--- config.mk ---
export PLATFORM = sky130hd
export DESIGN_NAME = multi_channel_tick_timer_unit
export DESIGN_NICKNAME = d
export VERILOG_FILES = /design/src/design/mtt_pkg.sv /design/src/design/multi_channel_tick_timer_unit.sv /design/src/design/mtt_tick_step.sv
export SDC_FILE = /design/constraint.sdc
export NUM_CORES = 2
export LEC_CHECK = 0
export BUFFER_PORTS_ARGS = -buffer_cell sky130_fd_sc_hd__buf_4
export CORE_MARGIN = 2
export CORE_UTILIZATION = 40
export CTS_CLUSTER_SIZE = 20
export DETAILED_ROUTE_END_ITERATION = 10
export GPL_ROUTABILITY_DRIVEN = 1
export SYNTH_ARGS = -nofsm -noshare
export SYNTH_HDL_FRONTEND = slang
export SYNTH_SLANG_ARGS = --single-unit
--- constraint.sdc ---
create_clock -name aclk -period 22.5 [get_ports aclk]
set_input_delay 3.375 -clock aclk [delete_from_list [all_inputs] [get_ports aclk]]
set_output_delay 3.375 -clock aclk [all_outputs]
set_load 0.005 [all_outputs]
--- src/design/mtt_pkg.sv ---
`timescale 1ns / 1ps
`default_nettype none

package mtt_pkg;

    // Table size and derived widths
    localparam int NUM_TIMERS = 16;
    localparam int ADDR_W     = (NUM_TIMERS > 1) ? $clog2(NUM_TIMERS) : 1;
    localparam int MAX_OUT    = 16;
    localparam int FIRE_CNT_W = $clog2(MAX_OUT + 1);

    // Request opcodes
    localparam logic [2:0] OP_TICK    = 3'd0;
    localparam logic [2:0] OP_INIT    = 3'd1;
    localparam logic [2:0] OP_START   = 3'd2;
    localparam logic [2:0] OP_STOP    = 3'd3;
    localparam logic [2:0] OP_DESTROY = 3'd4;
    localparam logic [2:0] OP_QUERY   = 3'd5;

    // Result kinds
    localparam logic [1:0] KIND_FIRED = 2'd0;
    localparam logic [1:0] KIND_QUERY = 2'd1;
    localparam logic [1:0] KIND_IDLE  = 2'd2;
    localparam logic [1:0] KIND_ACK   = 2'd3;

    // Lifecycle codes
    localparam logic [2:0] LC_NONE      = 3'd0;
    localparam logic [2:0] LC_CREATED   = 3'd1;
    localparam logic [2:0] LC_STARTED   = 3'd2;
    localparam logic [2:0] LC_STOPPED   = 3'd3;
    localparam logic [2:0] LC_DESTROYED = 3'd4;

    // One table entry as stored in the memory
    typedef struct packed {
        logic [31:0] delay;
        logic [31:0] period;
        logic [31:0] count;
        logic        hard;
        logic [2:0]  life;
    } entry_t;

    // Outcome of one entry's tick update
    typedef struct packed {
        logic   active;
        logic   fire;
        entry_t ent;
    } tick_res_t;

endpackage

`default_nettype wire

--- src/design/multi_channel_tick_timer_unit.sv ---
`timescale 1ns / 1ps
`default_nettype none

// Control and query requests: the ST_OP state loads the result into the output register
// once that register is free, then returns to idle, where the next request is taken.
// Tick requests: each entry takes a read state, then an update and write-back state,
// in each of two passes (hard, soft); after the soft pass, ST_WALK_END registers the
// last result once the output register is free. A reportable fire that must push out a
// held one while the output register is still full holds the walk.
// One request in flight; the next is accepted once the last result is registered.
// Reset (aresetn low, synchronous) clears the state machine, output valid and all entry valid bits.
module multi_channel_tick_timer_unit (
    input  wire logic        aclk,
    input  wire logic        aresetn,

    input  wire logic        s_valid,
    output logic             s_ready,
    input  wire logic [2:0]  s_op,
    input  wire logic [3:0]  s_timer_index,
    input  wire logic [31:0] s_start_delay,
    input  wire logic [31:0] s_period,
    input  wire logic        s_hard,

    output logic             m_valid,
    input  wire logic        m_ready,
    output logic [1:0]       m_kind,
    output logic [3:0]       m_out_index,
    output logic [2:0]       m_timer_status,
    output logic [31:0]      m_out_start_delay,
    output logic [31:0]      m_out_period,
    output logic             m_out_hard,
    output logic             m_last
);

    localparam int AW = mtt_pkg::ADDR_W;
    localparam int CW = mtt_pkg::FIRE_CNT_W;
    localparam logic [8:0]    NUM_V   = 9'(mtt_pkg::NUM_TIMERS);
    localparam logic [AW-1:0] LAST_AD = AW'(mtt_pkg::NUM_TIMERS - 1);
    localparam logic [CW-1:0] MAX_V   = CW'(mtt_pkg::MAX_OUT);

    // Sequencer states, one-hot
    typedef enum logic [4:0] {
        ST_IDLE      = 5'b00001,
        ST_OP        = 5'b00010,
        ST_WALK_RD   = 5'b00100,
        ST_WALK_PROC = 5'b01000,
        ST_WALK_END  = 5'b10000
    } state_t;

    state_t state_reg, state_next;

    // Latched request
    logic [2:0]  op_reg, op_next;
    logic [3:0]  idx_reg, idx_next;
    logic [31:0] dly_reg, dly_next;
    logic [31:0] per_reg, per_next;
    logic        hrd_reg, hrd_next;

    // Walk control
    logic [AW-1:0] ptr_reg, ptr_next;
    logic          grp_reg, grp_next;       // 1: hard pass, 0: soft pass
    logic [CW-1:0] fcnt_reg, fcnt_next;

    // Held fire event; its last flag is known only when the next one shows up
    logic          pend_vld_reg, pend_vld_next;
    logic [3:0]    pend_idx_reg, pend_idx_next;
    logic [2:0]    pend_st_reg, pend_st_next;

    // Entry memory, registered read
    mtt_pkg::entry_t mem [mtt_pkg::NUM_TIMERS];
    mtt_pkg::entry_t rdata_reg;
    logic            rvalid_reg;
    logic [mtt_pkg::NUM_TIMERS-1:0] ent_vld_reg;

    logic            mem_re, mem_we;
    logic [AW-1:0]   mem_raddr, mem_waddr;
    mtt_pkg::entry_t mem_wdata;

    // Output register
    logic        m_valid_reg;
    logic        out_load;
    logic [1:0]  o_kind;
    logic [3:0]  o_idx;
    logic [2:0]  o_st;
    logic [31:0] o_dly, o_per;
    logic        o_hrd, o_last;
    logic [1:0]  kind_reg;
    logic [3:0]  oidx_reg;
    logic [2:0]  ost_reg;
    logic [31:0] odly_reg, oper_reg;
    logic        ohrd_reg, olast_reg;

    logic               out_free;
    logic               idx_ok;
    logic               accept;
    mtt_pkg::entry_t    cur;
    mtt_pkg::entry_t    upd;
    mtt_pkg::tick_res_t tick_res;
    logic [31:0]        reload;

    assign s_ready  = (state_reg == ST_IDLE);
    assign accept   = s_valid && s_ready;
    assign out_free = !m_valid_reg || m_ready;
    assign idx_ok   = ({5'd0, idx_reg} < NUM_V);

    // An entry never written reads as all zero (never initialized)
    assign cur    = rvalid_reg ? rdata_reg : '0;
    assign reload = (cur.delay != 32'd0) ? cur.delay : cur.period;

    mtt_tick_step u_tick_step (
        .ent_i       (cur),
        .want_hard_i (grp_reg),
        .res_o       (tick_res)
    );

    always_comb begin
        state_next    = state_reg;
        op_next       = op_reg;
        idx_next      = idx_reg;
        dly_next      = dly_reg;
        per_next      = per_reg;
        hrd_next      = hrd_reg;
        ptr_next      = ptr_reg;
        grp_next      = grp_reg;
        fcnt_next     = fcnt_reg;
        pend_vld_next = pend_vld_reg;
        pend_idx_next = pend_idx_reg;
        pend_st_next  = pend_st_reg;

        mem_re    = 1'b0;
        mem_raddr = ptr_reg;
        mem_we    = 1'b0;
        mem_waddr = AW'(idx_reg);
        mem_wdata = cur;
        upd       = cur;

        out_load = 1'b0;
        o_kind   = mtt_pkg::KIND_ACK;
        o_idx    = idx_reg;
        o_st     = mtt_pkg::LC_NONE;
        o_dly    = 32'd0;
        o_per    = 32'd0;
        o_hrd    = 1'b0;
        o_last   = 1'b1;

        unique case (state_reg)
            ST_IDLE: begin
                if (accept) begin
                    op_next  = s_op;
                    idx_next = s_timer_index;
                    dly_next = s_start_delay;
                    per_next = s_period;
                    hrd_next = s_hard;
                    // Issue the entry read alongside the accept
                    mem_re    = 1'b1;
                    mem_raddr = AW'(s_timer_index);
                    case (s_op)
                        mtt_pkg::OP_TICK: begin
                            ptr_next      = '0;
                            grp_next      = 1'b1;
                            fcnt_next     = '0;
                            pend_vld_next = 1'b0;
                            mem_re        = 1'b0;
                            state_next    = ST_WALK_RD;
                        end
                        mtt_pkg::OP_INIT, mtt_pkg::OP_START, mtt_pkg::OP_STOP,
                        mtt_pkg::OP_DESTROY, mtt_pkg::OP_QUERY: begin
                            state_next = ST_OP;
                        end
                        default: begin
                            // Unknown opcode: drop silently
                            mem_re = 1'b0;
                        end
                    endcase
                end
            end

            ST_OP: begin
                if (out_free) begin
                    out_load   = 1'b1;
                    state_next = ST_IDLE;
                    o_kind = (op_reg == mtt_pkg::OP_QUERY) ? mtt_pkg::KIND_QUERY
                                                           : mtt_pkg::KIND_ACK;
                    if (idx_ok) begin
                        unique case (op_reg)
                            mtt_pkg::OP_INIT: begin
                                upd.delay  = dly_reg;
                                upd.period = per_reg;
                                upd.hard   = hrd_reg;
                                upd.count  = (dly_reg != 32'd0) ? dly_reg : per_reg;
                                upd.life   = mtt_pkg::LC_CREATED;
                            end
                            mtt_pkg::OP_START: begin
                                if (cur.life == mtt_pkg::LC_CREATED ||
                                    cur.life == mtt_pkg::LC_STOPPED) begin
                                    upd.count = reload;
                                    upd.life  = mtt_pkg::LC_STARTED;
                                end
                            end
                            mtt_pkg::OP_STOP: begin
                                if (cur.life == mtt_pkg::LC_STARTED) begin
                                    upd.life = mtt_pkg::LC_STOPPED;
                                end
                            end
                            mtt_pkg::OP_DESTROY: begin
                                upd.life = mtt_pkg::LC_DESTROYED;
                            end
                            default: begin
                                // Query: report stored settings
                                o_dly = cur.delay;
                                o_per = cur.period;
                                o_hrd = cur.hard;
                            end
                        endcase
                        mem_we    = (op_reg != mtt_pkg::OP_QUERY);
                        mem_wdata = upd;
                        o_st      = upd.life;
                    end
                end
            end

            ST_WALK_RD: begin
                mem_re     = 1'b1;
                mem_raddr  = ptr_reg;
                state_next = ST_WALK_PROC;
            end

            ST_WALK_PROC: begin
                // Hold while a second reportable fire needs the busy output slot
                if (!(tick_res.active && tick_res.fire && fcnt_reg < MAX_V &&
                      pend_vld_reg && !out_free)) begin
                    if (tick_res.active) begin
                        mem_we    = 1'b1;
                        mem_waddr = ptr_reg;
                        mem_wdata = tick_res.ent;
                        if (tick_res.fire && fcnt_reg < MAX_V) begin
                            if (pend_vld_reg) begin
                                out_load = 1'b1;
                                o_kind   = mtt_pkg::KIND_FIRED;
                                o_idx    = pend_idx_reg;
                                o_st     = pend_st_reg;
                                o_last   = 1'b0;
                            end
                            pend_vld_next = 1'b1;
                            pend_idx_next = 4'(ptr_reg);
                            pend_st_next  = tick_res.ent.life;
                            fcnt_next     = fcnt_reg + CW'(1);
                        end
                    end
                    if (ptr_reg == LAST_AD) begin
                        ptr_next = '0;
                        if (grp_reg) begin
                            grp_next   = 1'b0;
                            state_next = ST_WALK_RD;
                        end else begin
                            state_next = ST_WALK_END;
                        end
                    end else begin
                        ptr_next   = ptr_reg + AW'(1);
                        state_next = ST_WALK_RD;
                    end
                end
            end

            ST_WALK_END: begin
                if (out_free) begin
                    out_load   = 1'b1;
                    state_next = ST_IDLE;
                    if (pend_vld_reg) begin
                        o_kind = mtt_pkg::KIND_FIRED;
                        o_idx  = pend_idx_reg;
                        o_st   = pend_st_reg;
                    end else begin
                        o_kind = mtt_pkg::KIND_IDLE;
                        o_idx  = 4'd0;
                    end
                end
            end

            default: begin
                state_next = ST_IDLE;
            end
        endcase
    end

    // Control registers
    always_ff @(posedge aclk) begin
        if (!aresetn) begin
            state_reg    <= ST_IDLE;
            pend_vld_reg <= 1'b0;
            fcnt_reg     <= '0;
            grp_reg      <= 1'b0;
            ptr_reg      <= '0;
            m_valid_reg  <= 1'b0;
            ent_vld_reg  <= '0;
            rvalid_reg   <= 1'b0;
        end else begin
            state_reg    <= state_next;
            pend_vld_reg <= pend_vld_next;
            fcnt_reg     <= fcnt_next;
            grp_reg      <= grp_next;
            ptr_reg      <= ptr_next;
            if (out_load) begin
                m_valid_reg <= 1'b1;
            end else if (m_ready) begin
                m_valid_reg <= 1'b0;
            end
            if (mem_we) begin
                ent_vld_reg[mem_waddr] <= 1'b1;
            end
            if (mem_re) begin
                rvalid_reg <= ent_vld_reg[mem_raddr];
            end
        end
    end

    // Payload registers
    always_ff @(posedge aclk) begin
        op_reg       <= op_next;
        idx_reg      <= idx_next;
        dly_reg      <= dly_next;
        per_reg      <= per_next;
        hrd_reg      <= hrd_next;
        pend_idx_reg <= pend_idx_next;
        pend_st_reg  <= pend_st_next;
        if (out_load) begin
            kind_reg  <= o_kind;
            oidx_reg  <= o_idx;
            ost_reg   <= o_st;
            odly_reg  <= o_dly;
            oper_reg  <= o_per;
            ohrd_reg  <= o_hrd;
            olast_reg <= o_last;
        end
    end

    // Entry memory: reads and writes never target the same cycle, the sequencer
    // always separates the read of an entry from its write-back
    always_ff @(posedge aclk) begin
        if (mem_we) begin
            mem[mem_waddr] <= mem_wdata;
        end
        if (mem_re) begin
            rdata_reg <= mem[mem_raddr];
        end
    end

    assign m_valid           = m_valid_reg;
    assign m_kind            = kind_reg;
    assign m_out_index       = oidx_reg;
    assign m_timer_status    = ost_reg;
    assign m_out_start_delay = odly_reg;
    assign m_out_period      = oper_reg;
    assign m_out_hard        = ohrd_reg;
    assign m_last            = olast_reg;

endmodule

`default_nettype wire

--- src/design/mtt_tick_step.sv ---
`timescale 1ns / 1ps
`default_nettype none

// Tick update of one entry: decrement, detect expiry, reload or stop.
module mtt_tick_step (
    input  mtt_pkg::entry_t    ent_i,
    input  logic               want_hard_i,
    output mtt_pkg::tick_res_t res_o
);

    logic        is_zero;
    logic [31:0] count_dec;

    assign is_zero   = (ent_i.count == 32'd0);
    assign count_dec = ent_i.count - 32'd1;

    always_comb begin
        res_o.active = (ent_i.life == mtt_pkg::LC_STARTED) && (ent_i.hard == want_hard_i);
        res_o.fire   = is_zero || (count_dec == 32'd0);
        res_o.ent    = ent_i;
        if (!is_zero) begin
            res_o.ent.count = count_dec;
        end
        if (res_o.fire) begin
            if (ent_i.period != 32'd0) begin
                res_o.ent.count = ent_i.period;
            end else begin
                res_o.ent.life = mtt_pkg::LC_STOPPED;
            end
        end
    end

endmodule

`default_nettype wire

==> out/metrics.yaml <==
dpl_cell_area_sq_mm: 0.0796
tightest_slew_ns: 1.32
fmax_mhz: 119
drc: 0
holdPathStages: 2
design_area_sq_mm: 0.0859
setup-tns-final_ns: 0
synth_top_area_cell: "edfxtp_1"
grt_max_degree: 149
htree_levels: 4
clk_path_buf_depth: 3
vias_per_cell: 5.93
max-cap-violations: 0
synth_most_common_cell: "edfxtp_1"
reg2reg_depth: 11
clkTransAtPathRegs_ns: 0.06
setup_viol: 0
cts_buffers: 187
vdd_ir_drop_max_v: 0.0000730
ys_seq_area_share_pct: 75.4
yosys.area_share.simple_pct: 5.13
ctsHoldBuffers: 0
root_buffer: "clkbuf_16"
ys.flop_type: "edfxtp_1"
grt_pass1_wl_um: 305000
crit_type: "input port to flip-flop"
maxSlewViolCount: 0
cp.arrival_ns: 8.93
r2r_end: "mem[8][16]$_DFFE_PP_"
core.rowCount: 158
synth_adder_area_share_pct: 0.0636
p_leak_nw: 27.1
whs_endpoint: "ent_vld_reg[8]$_SDFFE_PN0P_"
syn_area_per_cell_sq_um: 18.6
largest_reg_flops: 1600
drive_above_1_share_pct: 23.5
required_ns: 23.02
fillers: 15595
grt-ovfl-total: 0
synth-edff-count: 1854
wl_um: 213000
finalHoldViolations: 0
worstReg2RegStart: "rdata_reg[11]$_DFFE_PP_"
synth_top_family_by_area: "multiplexers"
netlist_area_sq_mm: 0.0748
ant_nets: 0
yosysWarnings: 0
gp_routability_congestion: 0.940
portBuffers: 152
synthTopCellsByCount: "1854 x edfxtp_1, 440 x nand2_1, 404 x mux4_2, 181 x clkbuf_1, 157 x and2_1"
dpl.hpwl_um: 122000
hold_ws_ns: 0.451
ios: 153
grt_usage_pct: 22.3
hp-class: "flip-flop to flip-flop"
cp_max_fo: 88
wl_per_cell_um: 30.7
clock-sinks: 1888
end_kind: "flip-flop"
synth-async-reset-ratio_pct: 0
syn_to_final_growth_pct: 14.8
antenna_found_initial: 3
final.min_clock_period_ns: 8.41
cts-resized-gates: 0
relSlewSlack_pct: 11.5
synth_compound_area_share_pct: 5.62
drtIter0Drc: 5262
cp-start-kind: "input port"
yosys-top-cells-area: "edfxtp_1 74%, mux4_2 12%, nand2_1 2.2%, a211oi_1 1.4%, and2_1 1.3%"
finalPower_mw: 7.62
die_w_um: 436
coreArea_sq_mm: 0.186
cts_tree: "built"
rsz0062_at_grt: "false"
initial_core_util_pct: 40.3
synth_top_area_share_pct: 74.4
hold_start: "ent_vld_reg[8]$_SDFFE_PN0P_"
power_density_mw_per_mm2: 88.7
die_h_um: 436
first_pass_iters: 9
ys_seq_elements: 1888
clk_latency_ns: 0.86
vias: 41086
synth_xor_area_share_pct: 0.176
postCtsSetupRepairBufs: 0
synth_cell_types: 85
period_share_pct: 37.4
fin_worst_skew_ns: 0.0765
grt_pass1_vias: 40609
synth_nets: 4102
synthMuxAreaShare_pct: 12.3
layout.nets: 4364
netlist_instances: 4023
dieArea_sq_mm: 0.190
r2r_slack_ns: 15.15
status: "finished clean"
worst max path at each step:
stage	from	end	slack, ns	cells after the start
final	s_valid	rdata_reg[36]$_DFFE_PP_	14.09	12
after global routing	s_valid	rdata_reg[36]$_DFFE_PP_	13.52	12
after CTS	s_valid	rdata_reg[36]$_DFFE_PP_	13.81	12
after detailed placement	s_valid	rdata_reg[36]$_DFFE_PP_	12.93	12
after global placement	s_valid	rdata_reg[76]$_DFFE_PP_	13.04	12
after floorplan	m_ready	mem[3][0]$_DFFE_PP_	7.42	6
worst max-delay path: stages:
cell and delay (ns):
buf_4 0.08, and2_4 0.34, buf_4 0.78, mux2i_4 0.39
buf_4 0.49, buf_12 0.56, buf_4 0.82, buf_4 0.77
mux4_2 0.58, and2_1 0.17, a211oi_1 0.27, a31oi_1 0.08
final cells by class:
type                            count  area (sq um)  share of cell area (%)
Antenna cell                        9          22.5                  0.0262
Inverter                           13          48.8                  0.0568
Clock buffer                      227          4960                    5.77
Clock inverter                    121          1260                    1.47
Sequential cell                  1888         56400                    65.6
Tap cell                         2480          3100                    3.61
Multi-Input combinational cell   1881         17700                    20.6
Timing Repair Buffer              314          2430                    2.83
logic make-up after synthesis:
family / count (synthesis)
AOI/OAI and AO/OA: 629
xor gates and xnor gates: 15
adders and majority gates: 4
buffers and inverters: 254
DFF: 1888
muxes: 414
and+or+nand+nor: 819
layer usage:
metal  wire length [um]  global-route usage, %  part of all wire, %
met1              84500                   29.9                   40
met2             102000                   35.6                   48
met3              15400                   3.65                  7.2
met4              11200                   10.7                  5.3
met5                 11                      0               0.0052
metrics by stage:
step / cells / util, % / setup WS (ns)
2_1_floorplan: 4023 / - / 7.42
3_3_place_gp: 6576 / 42.9 / 13.04
3_5_place_dp: 6576 / 42.9 / 12.93
4_1_cts: 6924 / 46.2 / 13.81
5_1_grt: 6927 / 46.3 / 13.52
6_report: 6933 / 46.3 / 14.09
power by group:
group | leakage [nW] | switching [mW] | internal (mW)
sequential | 16.9 | 0.104 | 3.90
combinational | 7.22 | 0.278 | 0.187
clock | 3.03 | 1.35 | 1.81
cells in the final DEF, fill, tap and decap left out, drive strengths merged, types with 89 or more instances in the layout:
cell / netlist / routed
nand2: 441 / 441
a211oi: 141 / 141
buf: 60 / 314
mux4: 404 / 404
clkinv: 0 / 89
edfxtp: 1854 / 1854
o21ai: 145 / 145
clkbuf: 181 / 227
a31oi: 111 / 111
and2: 161 / 161
Power figures use the tool's default switching activity.
